<file path="src/sv/psg_fx_pkg.sv">
// shared types and constants for the psg effect sequencer
// no dependencies; imported by psg_fx_oreg, psg_fx_seq and the top level
package psg_fx_pkg;

  localparam int STORE_BYTES_DEF = 4096;
  localparam int SPC_DEF         = 4;
  localparam int CHANNELS        = 4;

  localparam logic [2:0] K_LOAD  = 3'd0;
  localparam logic [2:0] K_START = 3'd1;
  localparam logic [2:0] K_STOP  = 3'd2;
  localparam logic [2:0] K_PLAY  = 3'd3;
  localparam logic [2:0] K_TICK  = 3'd4;

  localparam logic [7:0] CHIP_MUTE0   = 8'h9f;
  localparam logic [7:0] CHIP_VOL     = 8'h90;
  localparam logic [7:0] CHIP_DIV     = 8'h80;
  localparam logic [4:0] WAIT_MAX     = 5'd31;
  localparam logic [15:0] AGE_MAX     = 16'hffff;

  typedef struct packed {
    logic        valid;
    logic [7:0]  chip_byte;
    logic [15:0] effect_count;
    logic        last;
  } out_req_t;

endpackage

</file>
<file path="src/sv/psg_fx_oreg.sv">
// result register between the sequencer and the output channel
// depends on psg_fx_pkg
module psg_fx_oreg (
  input  logic                 clk,
  input  logic                 rst_n,
  input  psg_fx_pkg::out_req_t req,
  output logic                 req_ready,
  output logic                 out_valid,
  input  logic                 out_ready,
  output logic [7:0]           out_chip_byte,
  output logic [15:0]          out_effect_count,
  output logic                 out_last
);
  import psg_fx_pkg::*;

  logic        valid_r;
  logic [7:0]  byte_r;
  logic [15:0] count_r;
  logic        last_r;

  assign req_ready = !valid_r || out_ready;

  always_ff @(posedge clk) begin
    if (!rst_n) begin
      valid_r <= 1'b0;
    end else if (req_ready) begin
      valid_r <= req.valid;
    end
  end

  always_ff @(posedge clk) begin
    if (req.valid && req_ready) begin
      byte_r  <= req.chip_byte;
      count_r <= req.effect_count;
      last_r  <= req.last;
    end
  end

  assign out_valid        = valid_r;
  assign out_chip_byte    = byte_r;
  assign out_effect_count = count_r;
  assign out_last         = last_r;

endmodule

</file>
<file path="config.mk">
export PLATFORM = sky130hd
export DESIGN_NAME = psg_fx_oreg
export DESIGN_NICKNAME = d
export VERILOG_FILES = /design/src/sv/psg_fx_pkg.sv /design/src/sv/psg_fx_oreg.sv
export SDC_FILE = /design/constraint.sdc
export NUM_CORES = 1
export LEC_CHECK = 0
export BUFFER_PORTS_ARGS = -buffer_cell sky130_fd_sc_hd__buf_2
export CAP_MARGIN = 20
export CORE_ASPECT_RATIO = 1.75
export CORE_MARGIN = 2
export CORE_UTILIZATION = 35
export DETAILED_ROUTE_END_ITERATION = 10
export MAX_ROUTING_LAYER = met4
export PLACE_DENSITY = 0.81
export SLEW_MARGIN = 20
export SYNTH_ARGS = -nofsm -noshare
export SYNTH_HDL_FRONTEND = slang
export SYNTH_SLANG_ARGS = --single-unit
export TNS_END_PERCENT = 5
</file>
<file path="constraint.sdc">
create_clock -name clk -period 1.2 [get_ports clk]
set_clock_uncertainty 0.15 [all_clocks]
set_input_delay 0.12 -clock clk [delete_from_list [all_inputs] [get_ports clk]]
set_output_delay 0.12 -clock clk [all_outputs]
set_load 0.1 [all_outputs]
</file>
Word-level counts from Yosys, hierarchy flattened:

Cells that the tools add are included.

* output and inout bits: 27
* logic and storage cells: 7
* register bits: 26
* input port bits: 29

* reduce and logical (&&, ||, !) cells: 3

Operators with widths (number)
* $logic_and 1x1->1: 1
* $logic_not 1->1: 1
* $logic_or 1x1->1: 1

Depth between registers and ports, before layout:

Gate-level depths: netlist of run 1.

* word-level depth: 3
* gate-level depth with buffers: 2
* gate-level depth less buffers: 2

Worst setup path after synthesis of run 1:

No wires, ideal clock.

* path kind: reg-to-reg
* from: register valid_r (netlist: out_valid)
* to: register byte_r[0] (netlist: out_chip_byte[0]), enable pin
* data required time: 0.779 ns
* cell stages (with the launch flop): 3
* setup slack: -0.946 ns
* path buffers: 0
* data arrival time: 1.725 ns
* library setup time: 0.271 ns
* period minus slack after synthesis: 2.146 ns
* cells stage by stage: dfxtp_1 nand2b_4 and2_4

* longest elaborated chain between the ends: 3

RTL lines
* start: declaration: line psg_fx_oreg.sv:16 `logic valid_r;`
* start signal: assignment: line psg_fx_oreg.sv:27 `valid_r <= req.valid;`
* $logic_not 1->1: line psg_fx_oreg.sv:21 `assign req_ready = !valid_r || out_ready;`
* $logic_or 1x1->1: line psg_fx_oreg.sv:21
* named net req_ready: line psg_fx_oreg.sv:7 `output logic req_ready,`
* $logic_and 1x1->1: line psg_fx_oreg.sv:32 `if (req.valid && req_ready) begin`
* end signal: assignment: line psg_fx_oreg.sv:33 `byte_r <= req.chip_byte;`
* end: declaration: line psg_fx_oreg.sv:17 `logic [7:0] byte_r;`

The timed path passes the listed nets, and every way through them passes these cells.
A chain may end at the register's enable or synchronous reset.

Worst setup path in the final report of run 1:

* from: register valid_r (netlist: out_valid)
* to: output req_ready

* longest elaborated chain between the ends: 2

RTL lines (line)
* $logic_not 1->1: psg_fx_oreg.sv:21
* $logic_or 1x1->1: psg_fx_oreg.sv:21
* end: declaration: psg_fx_oreg.sv:7

No other way between the ends.

==> results of run 1 <==
cells in the mapped netlist:
cell and number:
and2_4 1, nand2b_4 1, dfxtp_1 1, a21boi_2 1
edfxtp_1 25, inv_1 1
state kept, by name, indices dropped and copies added, names as in the netlist:
register          cells
out_chip_byte         8
out_last              1
out_valid             1
out_effect_count     16
metal layers:
layer	wire (um)	track usage, %	up-vias
met5	0	-	-
met4	81	14.2	0
met3	119	4.93	6
met2	1550	39.9	37
met1	699	18.7	318
li1	-	-	300
worst max-delay path: cells and delay by family, from the launching register on:
family / cells / cell delay (ps)
DFF: 1 / 370
buffers and inverters: 2 / 270
and+or+nand+nor: 1 / 60
worst max path at each step:
stage                  endpoint  startpoint  cells after the start
6_report              req_ready   out_valid                      3
5_1_grt               req_ready   out_valid                      3
4_1_cts               req_ready   out_valid                      3
3_5_place_dp   out_chip_byte[5]   out_valid                      3
3_3_place_gp   out_chip_byte[2]   out_valid                      3
2_1_floorplan  out_chip_byte[0]   out_valid                      2
metrics by stage:
stage / TNS, ps / setup WS (ps)
final: -35.2 / -35.2
after global placement: 0 / 51.2
after detailed placement: 0 / 21.9
after floorplan: -9670 / -387
after CTS: -35.0 / -35.0
after global routing: -129 / -66.2
where the power goes:
part	switching [uW]	leakage [uW]	internal (uW)
Sequential	44.7	0.000251	1060
Clock	251	0.0000231	229
Combinational	463	0.000536	315
Total	758	0.000810	1600
what timing repair did:
| action | 4_1_cts | 5_1_grt |
|---|---|---|
| pin swaps | 0 | 1 |
| hold endpoints to repair | 26 | 0 |
| resized for setup | 1 | 0 |
| setup endpoints to repair | 1 | 20 |
| setup buffers | 2 | 0 |
| cloned | 0 | 0 |
| hold buffers | 27 | 0 |
final cells by class:
type                    count  area, um^2  share of cell area (%)
well taps                  25        31.3                    1.64
inverters                   1        3.75                   0.196
clock buffers               3        41.3                    2.16
multi-input cells           3        33.8                    1.77
repair buffers             88        1020                    53.6
flip-flops and latches     26         774                    40.5
clock inverters             1        3.75                   0.196
cell families after synthesis:
logic type | synth area share, %
buffers and inverters | 0.464
DFF | 95.4
and+or+nand+nor | 2.79
AOI/OAI and AO/OA | 1.39
==> results by group, run 1 <==
Run status
  • Status: finished, violations left
  • Failing checks: negative setup slack

Worst setup path
  • Reg2reg end: out_chip_byte[5]
  • Max incr delay on CP: 370 ps
  • WP data required: 930 ps
  • Flop-to-flop setup slack: 20 ps
  • Crit path DAT: 970 ps
  • Path depth of the worst reg2reg path: 3
  • Crit-path max FO: 2
  • WS Path Type: reg2out
  • Reg2reg start: out_valid
  • Crit end category: output pin
  • Crit start category: register
  • Slowest-stage cell, CP: dfxtp_4
  • Critical-path cell list: nand2b_4 > buf_6 > buf_12

STA
  • Peak Freq: 810 MHz
  • Worst-Margin Slew: 149 ps
  • Unrepaired setup endpoints after global routing: true
  • Final Hold Fails: 0
  • Slew Limit Headroom: 90.1%
  • Final Max Slew Viols: 0
  • Hold WS: 189 ps
  • Final period utilization: 103%
  • Final setup viols: 1
  • Worst setup margin: -35.2 ps
  • Final min period: 1240 ps

Synthesis
  • #FFs+latches synth: 26
  • Netlist cell types: 6
  • Syn nets: 59
  • Yosys top cell by area: edfxtp_1
  • Synth warn: 0
  • Mean Syn Cell Area: 26.9 um^2
  • Post-synthesis sequential area ratio: 95.4%
  • Post-synth design cell area: 808 um^2
  • Area contributors post-synth: edfxtp_1, dfxtp_1, nand2b_4, a21boi_2, and2_4
  • Post-Syn Instances: 30
  • Synth top area share: 92.9%

Worst hold path
  • Hold WC Path Type: in2reg
  • Hold depth: 5
  • Worst Hold End: out_valid
  • Min-delay src: out_ready

Clock tree
  • Clk_lat worst skew: 270 ps
  • CTS tree: built
  • Clk buf depth: 2
  • H-tree levels: 1
  • Clk slew on worst S/H paths: 80 ps
  • Clock root buffer: clkbuf_8
  • CTS Buf Count: 3
  • CTS sink cnt: 26

Cells and area
  • Final core occ: 85.2%
  • Area Growth Syn to Fin: 137%
  • ANT cells: 0
  • Non-Filler Instances: 147
  • Nets: 152
  • Commonest non-fill, non-tap cell in the layout: buf_12
  • Ratio of cells with drive above 1 in the final layout: 55.7%
  • Most frequent cells in the layout: buf_12, buf_2, dlygate4sd3_1
  • Fillers: 98
  • Fin area: 1910 um^2

GRT
  • All-Layer GR Usage: 22.3%
  • Vias in the first global route: 711
  • Initial antenna violation count: 0
  • Total grt overflow: 0
  • Maximum number of pins on one net before global-route repair: 15
  • First-pass GRT wire length: 3480 um

Die
  • Initial Util: 36.0%
  • Die area: 2720 um^2
  • Core Region: 2240 um^2
  • Die X: 40.3 um
  • Num rows: 23
  • Die Y: 67.6 um
  • I/O pin total: 56

Power
  • Power Density: 1230 nW/um^2
  • Design Power: 2360 uW
  • Peak supply drop: 0.00117 V
  • Leakage: 0.000810 uW

Detailed routing
  • DR vias: 661
  • Final ANT Viol Nets: 0
  • WL per Instance: 16.6 um
  • Initial drt markers: 20
  • Via density: 4.50
  • DRT Wirelength: 2450 um
  • Remaining DRCs: 0
  • First-pass DRT Iterations: 4

Job
  • Max cap viols: 0

Place
  • GPL Wtd Cong: 0.650
  • Placed cell count: 114
  • Area after DPL: 1580 um^2
  • # port buffers: 55
Note: power is estimated with default switching activity, not from simulation.
==> run 2: changes to the inputs <==
--- a/config.mk
+++ b/config.mk
@@ -7,12 +7,11 @@
 export LEC_CHECK = 0
 export BUFFER_PORTS_ARGS = -buffer_cell sky130_fd_sc_hd__buf_2
 export CAP_MARGIN = 20
-export CORE_ASPECT_RATIO = 1.75
 export CORE_MARGIN = 2
 export CORE_UTILIZATION = 35
 export DETAILED_ROUTE_END_ITERATION = 10
 export MAX_ROUTING_LAYER = met4
-export PLACE_DENSITY = 0.81
+export PLACE_DENSITY = 0.7
 export SLEW_MARGIN = 20
 export SYNTH_ARGS = -nofsm -noshare
 export SYNTH_HDL_FRONTEND = slang
==> constraint.sdc (replaced) <==
create_clock -name clk -period 1.47 [get_ports clk]
set_clock_uncertainty 0.15 [all_clocks]
set_input_delay 0.147 -clock clk [delete_from_list [all_inputs] [get_ports clk]]
set_output_delay 0.147 -clock clk [all_outputs]
set_load 0.1 [all_outputs]
==> run 2 against run 1 <==
Against the previous run: the run now ends clean; flip-flop and latch count did not move; final cell count fell by 2.0%; sequential power fell by 21%; clock power fell by 1%; total power fell by 23%; first-iteration DRC count fell by 40%; worst hold slack improved by 23 ps; routed wire length fell by 24%.
==> results by group, run 2 (same netlist as run 1, synthesis figures left out) <==
Run status
  • Status: complete, no violations

STA
  • Final Max Slew Viols: 0
  • Unrepaired setup endpoints after global routing: false
  • Worst setup margin: 50.3 ps
  • Slew Limit Headroom: 66.4%
  • Peak Freq: 704 MHz
  • Worst-Margin Slew: 508 ps
  • Final min period: 1420 ps
  • Final setup viols: 0
  • Final Hold Fails: 0
  • Final period utilization: 96.6%

Worst setup path
  • WP data required: 1530 ps
  • WS Path Type: in2reg
  • Crit end category: register
  • Crit path DAT: 1480 ps
  • Crit-path max FO: 1
  • Reg2reg start: out_valid
  • Reg2reg end: out_valid
  • Crit start category: input port
  • Path depth of the worst reg2reg path: 3
  • Flop-to-flop setup slack: 180 ps

Cells and area
  • ANT cells: 0
  • Fillers: 150
  • Ratio of cells with drive above 1 in the final layout: 54.3%
  • Max reg flops: 16
  • Area Growth Syn to Fin: 79.1%
  • Nets: 146
  • Most frequent cells in the layout: buf_2, dlygate4sd3_1, edfxtp_1
  • Commonest non-fill, non-tap cell in the layout: buf_2

Clock tree
  • Postcts setup bufs: 0
  • Clk_lat worst skew: 300 ps
  • H-tree levels: 1
  • Clk buf depth: 2
  • Clk slew on worst S/H paths: 140 ps
  • Clock root buffer: clkbuf_4
  • CTS sink cnt: 26
  • CTS tree: built
  • CTS Buf Count: 3

Die
  • Die Y: 52.1 um
  • Core Region: 2190 um^2
  • Num rows: 17
  • Die X: 52.1 um
  • Die area: 2710 um^2
  • Initial Util: 36.9%
  • I/O pin total: 56

Power
  • Peak supply drop: 0.000664 V
  • Design Power: 1820 uW
  • Power Density: 1260 nW/um^2
  • Leakage: 0.000631 uW

Job
  • Max cap viols: 0

Detailed routing
  • Initial drt markers: 12
  • Remaining DRCs: 0
  • DR vias: 580
  • Via density: 4.03
  • DRT met1 WL: 659 um
  • First-pass DRT Iterations: 4
  • Top layer in use: met4
  • Met3 wire length: 87 um
  • DRT Wirelength: 1850 um
  • WL per Instance: 12.8 um
  • Met2 wire length: 1050 um
  • Final ANT Viol Nets: 0

Place
  • Pre-CTS setup slack: 232 ps
  • # port buffers: 55
  • GPL Wtd Cong: 0.615

GRT
  • Maximum number of pins on one net before global-route repair: 26
  • First-pass GRT wire length: 2680 um
  • Vias in the first global route: 587
  • Initial antenna violation count: 0
  • Total grt overflow: 0
  • All-Layer GR Usage: 14.6%

Worst hold path
  • Worst Hold End: out_effect_count[8]
  • Min-delay src: req[25]
  • Hold WC Path Type: in2reg
  • Hold depth: 2
run 2: critical path, cell delays in order:
cell           delay, ps
dlygate4sd3_1        540
buf_2                120
a21boi_2             130
dlygate4sd3_1        540
run 2: worst max-delay path by stage:
| stage | start | end | slack, ps | cells after the start |
|---|---|---|---|---|
| finish | rst_n | out_valid | 50 | 4 |
| global route | out_effect_count[8] | out_effect_count[8] | 30 | 1 |
| CTS | out_chip_byte[1] | out_chip_byte[1] | 50 | 1 |
| detailed placement | out_valid | out_chip_byte[0] | 230 | 2 |
| global placement | out_valid | out_effect_count[4] | 240 | 2 |
| floorplan | out_valid | out_chip_byte[0] | -120 | 2 |
run 2: layout make-up:
| cell class | count | area, um^2 | share of cell area (%) |
|---|---|---|---|
| clock buffer | 3 | 22.5 | 1.56 |
| clock inverter | 1 | 30.0 | 2.07 |
| inverter | 1 | 3.75 | 0.259 |
| multi-input combinational | 3 | 33.8 | 2.33 |
| sequential | 26 | 774 | 53.5 |
| tap | 28 | 35.0 | 2.42 |
| timing repair buffer | 82 | 548 | 37.9 |
run 2: through the flow:
step	utilization, %	std cells	TNS (ps)	area, um^2	hold slack (ps)
2_1_floorplan	-	30	-2920	812	95.9
6_report	66.1	144	0	1450	212
3_5_place_dp	51.2	113	0	1120	176
4_1_cts	66.1	144	0	1450	213
3_3_place_gp	51.2	113	0	1120	177
5_1_grt	66.1	144	0	1450	227
run 2: power by group:
group / total, uW / internal, uW / switching [uW]
Clock: 473 / 275 / 198
Combinational: 471 / 107 / 364
Sequential: 873 / 862 / 11.1
Total: 1820 / 1240 / 574
run 2: repair_timing:
| item | 4_1_cts | 5_1_grt |
|---|---|---|
| endpoints found under the setup margin | 1 | 0 |
| hold buffers | 27 | 0 |
| resized for setup | 1 | 0 |
| hold endpoints to repair | 26 | 0 |
run 2: layer usage:
metal	up-vias	GRT usage, %
li1	286	-
met2	22	26.8
met5	-	-
met1	266	15.5
met3	6	2.01
met4	0	6.14
